File: src/adcb_pkg.sv
// Package for the ATA DMA command builder: sizing constants, request and
// record codes, and the ATA command bytes. No dependencies.
package adcb_pkg;

    // Sizing of the command builder.
    localparam int unsigned MAX_SECTORS     = 256;
    localparam int unsigned PRD_CHUNK_BYTES = 4096;
    localparam int unsigned SLOT_COUNT      = 32;
    localparam int unsigned SECTOR_BYTES    = 512;
    localparam int unsigned PRD_LIMIT       = 32;
    localparam int unsigned IDENTIFY_BYTES  = 512;

    // Derived widths.
    localparam int unsigned CHUNK_SHIFT = $clog2(PRD_CHUNK_BYTES);
    localparam int unsigned BYTES_W     = 16 + $clog2(SECTOR_BYTES) + 2;
    localparam int unsigned CHUNK_W     = CHUNK_SHIFT + 1;

    // Operation codes of a request.
    localparam logic [1:0] OP_READ     = 2'd0;
    localparam logic [1:0] OP_WRITE    = 2'd1;
    localparam logic [1:0] OP_FLUSH    = 2'd2;
    localparam logic [1:0] OP_IDENTIFY = 2'd3;

    // Status codes.
    localparam logic [1:0] ST_OK        = 2'd0;
    localparam logic [1:0] ST_INVALID   = 2'd1;
    localparam logic [1:0] ST_NO_SLOT   = 2'd2;
    localparam logic [1:0] ST_TOO_LARGE = 2'd3;

    // Record kinds.
    localparam logic [1:0] KIND_HEADER = 2'd0;
    localparam logic [1:0] KIND_FIS    = 2'd1;
    localparam logic [1:0] KIND_PRD    = 2'd2;

    // FIS and ATA command bytes.
    localparam logic [7:0] FIS_H2D          = 8'h27;
    localparam logic [7:0] FIS_CMD_BIT      = 8'h80;
    localparam logic [7:0] LBA_MODE         = 8'h40;
    localparam logic [7:0] CMD_READ_DMA     = 8'hC8;
    localparam logic [7:0] CMD_WRITE_DMA    = 8'hCA;
    localparam logic [7:0] CMD_READ_DMA_EX  = 8'h25;
    localparam logic [7:0] CMD_WRITE_DMA_EX = 8'h35;
    localparam logic [7:0] CMD_FLUSH_EXT    = 8'hEA;
    localparam logic [7:0] CMD_IDENTIFY     = 8'hEC;
    localparam logic [31:0] FIS_LENGTH_DW   = 32'd5;
    localparam logic [2:0]  FIS_LAST_DW     = 3'd4;

endpackage

File: src/ata_dma_command_builder_unit.sv
// Top level of the ATA DMA command builder: turns one disk request into a
// command header, five register FIS dwords and the PRD entries. Uses adcb_pkg.
//
// The first record, the header, is registered and appears in the cycle after
// the request is taken. An accepted request produces 6 + N records on
// consecutive cycles (N PRD entries, at most 32); a rejected request gives
// one status record and the block is free again the next cycle.
// The PRD run is set by the single 64-bit address adder, one entry a cycle.
// Reset (synchronous, active low) returns to idle and clears device_present.
// Records cannot be stalled: each is shown for exactly one cycle.
module ata_dma_command_builder_unit
    import adcb_pkg::*;
(
    input  logic        i_clk,
    input  logic        i_rst_n,
    input  logic        i_cfg_we,
    input  logic        i_cfg_wdata,
    input  logic        start,
    output logic        busy,
    input  logic [1:0]  i_operation,
    input  logic [47:0] i_lba,
    input  logic [15:0] i_sector_count,
    input  logic [63:0] i_buffer_address,
    input  logic [31:0] i_slots_busy,
    output logic        o_strobe,
    output logic [1:0]  o_status,
    output logic [1:0]  o_record_kind,
    output logic [4:0]  o_slot,
    output logic        o_write_flag,
    output logic [5:0]  o_prd_count,
    output logic [31:0] o_fis_dword,
    output logic [63:0] o_prd_address,
    output logic [11:0] o_prd_bytes_minus_one,
    output logic        o_last
);

    typedef enum logic [1:0] {
        S_IDLE,
        S_FIS,
        S_PRD
    } t_state;

    localparam logic [31:0] SLOT_MASK = (SLOT_COUNT >= 32) ? 32'hFFFF_FFFF
                                      : 32'((64'd1 << SLOT_COUNT) - 64'd1);
    localparam logic [BYTES_W-1:0] CHUNK_M1 = BYTES_W'(PRD_CHUNK_BYTES - 1);

    t_state      r_state;
    logic        r_device_present;
    logic [2:0]  r_fis_idx;
    logic [5:0]  r_prd_idx;
    logic [1:0]  r_op;
    logic [47:0] r_lba;
    logic [15:0] r_count;
    logic [63:0] r_addr;
    logic [BYTES_W-1:0] r_bytes;

    logic        r_strobe;
    logic [1:0]  r_status;
    logic [1:0]  r_kind;
    logic [4:0]  r_slot;
    logic        r_write_flag;
    logic [5:0]  r_prd_count;
    logic [31:0] r_fis_dword;
    logic [63:0] r_prd_address;
    logic [11:0] r_bm1;
    logic        r_last;

    // Request checks taken from the input ports and the device_present flag.
    logic               n_rw;
    logic               n_has_data;
    logic [BYTES_W-1:0] n_bytes;
    logic [BYTES_W-1:0] n_prds;
    logic               n_err_invalid;
    logic               n_err_large;
    logic               n_err_slot;
    logic [31:0]        n_free;
    logic [31:0]        n_first_free;
    logic [4:0]         n_slot;

    always_comb begin
        n_rw          = (i_operation == OP_READ) || (i_operation == OP_WRITE);
        n_err_invalid = n_rw && (!r_device_present || (i_buffer_address == 64'd0));
        n_has_data    = (i_buffer_address != 64'd0)
                        && ((n_rw && (i_sector_count != 16'd0))
                            || (i_operation == OP_IDENTIFY));
        if (!n_has_data) begin
            n_bytes = '0;
        end else if (i_operation == OP_IDENTIFY) begin
            n_bytes = BYTES_W'(IDENTIFY_BYTES);
        end else begin
            n_bytes = BYTES_W'(i_sector_count) * BYTES_W'(SECTOR_BYTES);
        end
        n_prds      = (n_bytes + CHUNK_M1) >> CHUNK_SHIFT;
        n_err_large = (n_rw && (32'(i_sector_count) > 32'(MAX_SECTORS)))
                      || (n_prds > BYTES_W'(PRD_LIMIT));
        // Lowest free slot: isolate the lowest set bit, then encode it.
        n_free       = ~i_slots_busy & SLOT_MASK;
        n_first_free = n_free & (~n_free + 32'd1);
        n_err_slot   = (n_free == 32'd0);
        n_slot       = 5'd0;
        for (int j = 0; j < 32; j++) begin
            if (n_first_free[j]) begin
                n_slot = n_slot | 5'(j);
            end
        end
    end

    // FIS dword selection from the latched request.
    logic        n_small;
    logic        n_lrw;
    logic [7:0]  n_cmd;
    logic [31:0] n_dword;

    always_comb begin
        n_lrw   = (r_op == OP_READ) || (r_op == OP_WRITE);
        n_small = (r_lba[47:28] == 20'd0) && (r_count <= 16'd256);
        if (n_lrw) begin
            if (n_small) begin
                n_cmd = (r_op == OP_WRITE) ? CMD_WRITE_DMA : CMD_READ_DMA;
            end else begin
                n_cmd = (r_op == OP_WRITE) ? CMD_WRITE_DMA_EX : CMD_READ_DMA_EX;
            end
        end else begin
            n_cmd = (r_op == OP_FLUSH) ? CMD_FLUSH_EXT : CMD_IDENTIFY;
        end
        case (r_fis_idx)
            3'd0: n_dword = {8'h00, n_cmd, FIS_CMD_BIT, FIS_H2D};
            3'd1: begin
                if (!n_lrw) begin
                    n_dword = 32'd0;
                end else if (n_small) begin
                    n_dword = {LBA_MODE | {4'h0, r_lba[27:24]}, r_lba[23:0]};
                end else begin
                    n_dword = {LBA_MODE, r_lba[23:0]};
                end
            end
            3'd2: n_dword = (n_lrw && !n_small) ? {8'h00, r_lba[47:24]} : 32'd0;
            3'd3: begin
                if (!n_lrw) begin
                    n_dword = 32'd0;
                end else if (n_small) begin
                    n_dword = {24'd0, r_count[7:0]};
                end else begin
                    n_dword = {16'd0, r_count};
                end
            end
            default: n_dword = 32'd0;
        endcase
    end

    // Sequencer, the single address adder and registered record outputs.
    logic n_prd_last;
    assign n_prd_last = (r_prd_idx == r_prd_count - 6'd1);

    always_ff @(posedge i_clk) begin
        if (!i_rst_n) begin
            r_state          <= S_IDLE;
            r_strobe         <= 1'b0;
            r_device_present <= 1'b0;
        end else begin
            r_strobe <= 1'b0;
            if (i_cfg_we) begin
                r_device_present <= i_cfg_wdata;
            end
            case (r_state)
                S_IDLE: begin
                    if (start) begin
                        r_strobe      <= 1'b1;
                        r_kind        <= KIND_HEADER;
                        r_fis_dword   <= 32'd0;
                        r_prd_address <= 64'd0;
                        r_bm1         <= 12'd0;
                        r_op          <= i_operation;
                        r_lba         <= i_lba;
                        r_count       <= i_sector_count;
                        r_addr        <= i_buffer_address;
                        r_bytes       <= n_bytes;
                        r_fis_idx     <= 3'd0;
                        r_prd_idx     <= 6'd0;
                        if (n_err_invalid || n_err_large || n_err_slot) begin
                            if (n_err_invalid) begin
                                r_status <= ST_INVALID;
                            end else if (n_err_large) begin
                                r_status <= ST_TOO_LARGE;
                            end else begin
                                r_status <= ST_NO_SLOT;
                            end
                            r_slot       <= 5'd0;
                            r_write_flag <= 1'b0;
                            r_prd_count  <= 6'd0;
                            r_last       <= 1'b1;
                        end else begin
                            r_status     <= ST_OK;
                            r_slot       <= n_slot;
                            r_write_flag <= (i_operation == OP_WRITE);
                            r_prd_count  <= n_prds[5:0];
                            r_fis_dword  <= FIS_LENGTH_DW;
                            r_last       <= 1'b0;
                            r_state      <= S_FIS;
                        end
                    end
                end
                S_FIS: begin
                    r_strobe      <= 1'b1;
                    r_kind        <= KIND_FIS;
                    r_fis_dword   <= n_dword;
                    r_prd_address <= 64'd0;
                    r_bm1         <= 12'd0;
                    r_fis_idx     <= r_fis_idx + 3'd1;
                    r_last        <= (r_fis_idx == FIS_LAST_DW) && (r_prd_count == 6'd0);
                    if (r_fis_idx == FIS_LAST_DW) begin
                        r_state <= (r_prd_count == 6'd0) ? S_IDLE : S_PRD;
                    end
                end
                S_PRD: begin
                    r_strobe      <= 1'b1;
                    r_kind        <= KIND_PRD;
                    r_fis_dword   <= 32'd0;
                    r_prd_address <= r_addr;
                    r_addr        <= r_addr + 64'(PRD_CHUNK_BYTES);
                    r_prd_idx     <= r_prd_idx + 6'd1;
                    r_last        <= n_prd_last;
                    if (n_prd_last) begin
                        // Final chunk holds whatever is left of the buffer.
                        r_bm1   <= 12'((r_bytes - BYTES_W'(1)) & CHUNK_M1);
                        r_state <= S_IDLE;
                    end else begin
                        r_bm1 <= 12'(CHUNK_M1);
                    end
                end
                default: begin
                    r_state <= S_IDLE;
                end
            endcase
        end
    end

    assign busy                  = (r_state != S_IDLE);
    assign o_strobe              = r_strobe;
    assign o_status              = r_status;
    assign o_record_kind         = r_kind;
    assign o_slot                = r_slot;
    assign o_write_flag          = r_write_flag;
    assign o_prd_count           = r_prd_count;
    assign o_fis_dword           = r_fis_dword;
    assign o_prd_address         = r_prd_address;
    assign o_prd_bytes_minus_one = r_bm1;
    assign o_last                = r_last;

endmodule
File: config.mk
export PLATFORM = sky130hd
export DESIGN_NAME = ata_dma_command_builder_unit
export DESIGN_NICKNAME = d
export VERILOG_FILES = /design/src/adcb_pkg.sv /design/src/ata_dma_command_builder_unit.sv
export SDC_FILE = /design/constraint.sdc
export NUM_CORES = 1
export LEC_CHECK = 0
export ABC_AREA = 1
export BUFFER_PORTS_ARGS = -buffer_cell sky130_fd_sc_hd__buf_2
export CAP_MARGIN = 10
export CELL_PAD_IN_SITES_DETAIL_PLACEMENT = 1
export CELL_PAD_IN_SITES_GLOBAL_PLACEMENT = 2
export CORE_MARGIN = 10
export CORE_UTILIZATION = 31
export CTS_CLUSTER_SIZE = 8
export DETAILED_ROUTE_END_ITERATION = 7
export PLACE_DENSITY = 0.86
export REMOVE_ABC_BUFFERS = 1
export SLEW_MARGIN = 20
export SYNTH_ARGS = -nofsm -noshare
export SYNTH_HDL_FRONTEND = slang
export SYNTH_SLANG_ARGS = --single-unit
File: constraint.sdc
create_clock -name i_clk -period 14.6 [get_ports i_clk]
set_clock_uncertainty 0.1 [all_clocks]
set_input_delay 1.46 -clock i_clk [delete_from_list [all_inputs] [get_ports i_clk]]
set_output_delay 1.46 -clock i_clk [all_outputs]
set_load 0.02 [all_outputs]
==> reports/summary.txt <==
Die width: 225.7 um
Routed vias: 10,560
R2R setup slack: 11.23 ns
Post-CTS setup buffer count: 0
Number of I/O pins: 294
Primary FF master, synth: edfxtp_1
Req. time, crit path: 14.64 ns
Nets@finish: 1,846
Seq cells post-synth: 260
Tot GR Track Use: 0.1605
Register area share after synthesis: 0.5920
Max Fclk: 0.2789 GHz
Vias in the first global route: 11,340
Inst Count DP: 2,165
Die area: 50,950 um^2
Post-synth EDFFs: 256
Status: complete, no violations
Detail Route Antenna Nets: 0
Number of cell rows: 75
Core area: 41,850 um^2
Layout cells sized above 1: 0.2399
Area contributors post-synth: edfxtp_1 59%, nand2_1 10%, inv_1 5.1%, nor2_1 4.7%, mux2i_1 2.4%
IO Port Bufs: 290
Yosys cell types: 50
TritonCTS Sinks: 260
Post-synth top area cell: edfxtp_1
Asr flop ratio synth: 0
First-pass GRT wire length: 64.25 mm
Unrepaired setup endpoints after global routing: no
Setup TNS after final layout: 0 ns
Final cell area excluding filler cells: 16,210 um^2
Max Cap Violations: 0
Tightest Pin Transition: 0.9218 ns
Final period util: 0.2455
Initial antenna violation count: 10
Yosys warning total: 0
Synth Cell Area: 13,120 um^2
Initial DRC count: 511
Worst Hold Class: reg2reg
Initial Util: 0.3135
Syn-to-layout area delta: 23.54%
DP HPWL: 32.60 mm
Crit Path Category: in2reg
CTS tree: done
Yosys top cell area share: 0.5859
Final wirelength: 42.17 mm
Final Wtd Congestion: 0.8646
Pleak: 7.144 nW
Vias per inst: 4.755
CTS Buffer Depth: 3
1st-pass router iterations: 5
Clock Tree Root: clkbuf_16
Synth cell count leaders: 353 x nand2_1, 256 x edfxtp_1, 177 x inv_1, 164 x nor2_1, 60 x nand3_1
Pins Over Slew Limit: 0
Wire length per cell: 18.99 um
Maximum VDD drop: 0.00007713 V
Max_slew headroom: 0.3848
WP data arrival: 3.62 ns
Placed cell area: 15,160 um^2
Fillers: 4,864
Crit path max fanout: 57
Endpoints failing setup: 0
Total CTS buffers: 38
Gate Count Post-Synth: 1,364
Clk pin slew, worst setup/hold paths: 0.05 ns
Post-CTS Hold Buffers: 0
Fin cells: 2,220
# DRC: 0
Pin count of the biggest net entering global routing: 85
Gr ovfl total: 0
H-Tree Level Count: 2
Clock Latency Late Sink: 0.53 ns
Die Ht: 225.7 um
Post_cts resized: 0
Most numerous cell in the Yosys netlist: nand2_1
Syn Area/Cell: 9.619 um^2
CP Launch Type: input pin
CP Capture Type: flop
Final Hold Viols: 0
PwrDens: 179.0 nW/um^2
Final min period: 3.585 ns
==> sequential cells by signal (all words and copies together), names as in the netlist, 4 cells and up <==
register / flops
o_prd_count: 6
o_prd_bytes_minus_one: 4
r_prd_idx: 6
r_lba: 48
o_prd_address: 64
o_slot: 5
r_count: 16
r_addr: 64
o_fis_dword: 29
==> layer usage <==
layer	global-route usage	share of wire	up-vias
met2	0.2670	0.48	254
li1	-	-	5163
met1	0.1966	0.43	5067
met4	0.05621	0.027	10
met3	0.04320	0.065	62
met5	0	0.0014	-
==> cell families (layout without fill, tap and decap cells) <==
kind of cell    Yosys count  in the layout  synth area share
flops                   260            260            0.5920
buf+inv                 222            532           0.06761
compound gates          119            119           0.05093
fa+ha+maj                13             13           0.01240
other cells               1              8         0.0002858
mux                      32             32           0.02451
simple gates            702            702            0.2422
xor+xnor                 15             15           0.01001
==> final cells by class <==
class / count / area (um^2) / area share
clock buffers: 46 / 980.9 / 0.06052
diodes: 5 / 12.51 / 0.0007720
well taps: 539 / 674.4 / 0.04161
flip-flops and latches: 260 / 7767 / 0.4792
repair buffers: 296 / 1500 / 0.09256
multi-input cells: 884 / 4536 / 0.2798
clock inverters: 4 / 38.79 / 0.002393
inverters: 186 / 698.2 / 0.04308
==> through the flow <==
step                hold WS, ns  setup slack (ns)  utilization  power [W]
global route             0.4443             10.82       0.3873   0.003073
CTS                      0.4119             11.05       0.3866   0.002943
finish                   0.4092             11.02       0.3873   0.002902
floorplan                0.3814             4.194            -   0.001803
detailed placement       0.3992             10.51       0.3622   0.002149
global placement         0.3864             10.60       0.3622   0.002114
==> worst max-delay path: stages <==
cell and delay, ns:
buf_2 0.15, nand2_1 0.21, nor2_1 0.16, nor2_1 0.16, inv_1 0.13, a31oi_4 0.55, buf_4 0.72
==> cell usage in the layout, fill, tap and decap left out, types with 2 or more instances in the layout <==
cell,count
nor2_4,11
o21ai_0,29
nor3b_1,2
nor4_1,16
clkbuf_16,38
nand3_2,7
o31ai_1,5
clkbuf_1,8
mux2i_1,31
nor3_4,3
nand4_1,25
inv_2,6
nor2_2,8
xnor2_1,7
buf_2,290
nor3_1,26
nand2_2,9
diode_2,5
o21ai_1,3
inv_6,2
nand2_1,353
nand3b_4,2
edfxtp_1,256
nand3_1,60
o2111ai_1,2
a21oi_1,53
clkinv_1,3
dfxtp_1,4
ha_1,12
nor2_1,163
nand4_2,2
nor3_2,4
nand3b_1,6
xor2_1,8
inv_1,177
buf_4,5
a31oi_1,18
conb_1,3
==> report_power, final <==
group          switching (W)  internal (W)  total [W]
combinational       0.000624      0.000229   0.000854
clock               0.000316      0.000468   0.000784
sequential          0.000137       0.00113    0.00126
total                0.00108       0.00183    0.00290
==> worst paths after layout <==
| check | depth (start not counted) | endpoint | from |
|---|---|---|---|
| worst max-delay path | 7 | o_prd_bytes_minus_one[10] | i_rst_n |
| worst min register to register | 2 | o_prd_address[5] | r_addr[5] |
| worst max register to register | 8 | o_prd_bytes_minus_one[10] | r_state[0] |
| worst min-delay path | 2 | o_prd_address[5] | r_addr[5] |
(Power assumes the default switching activity.)
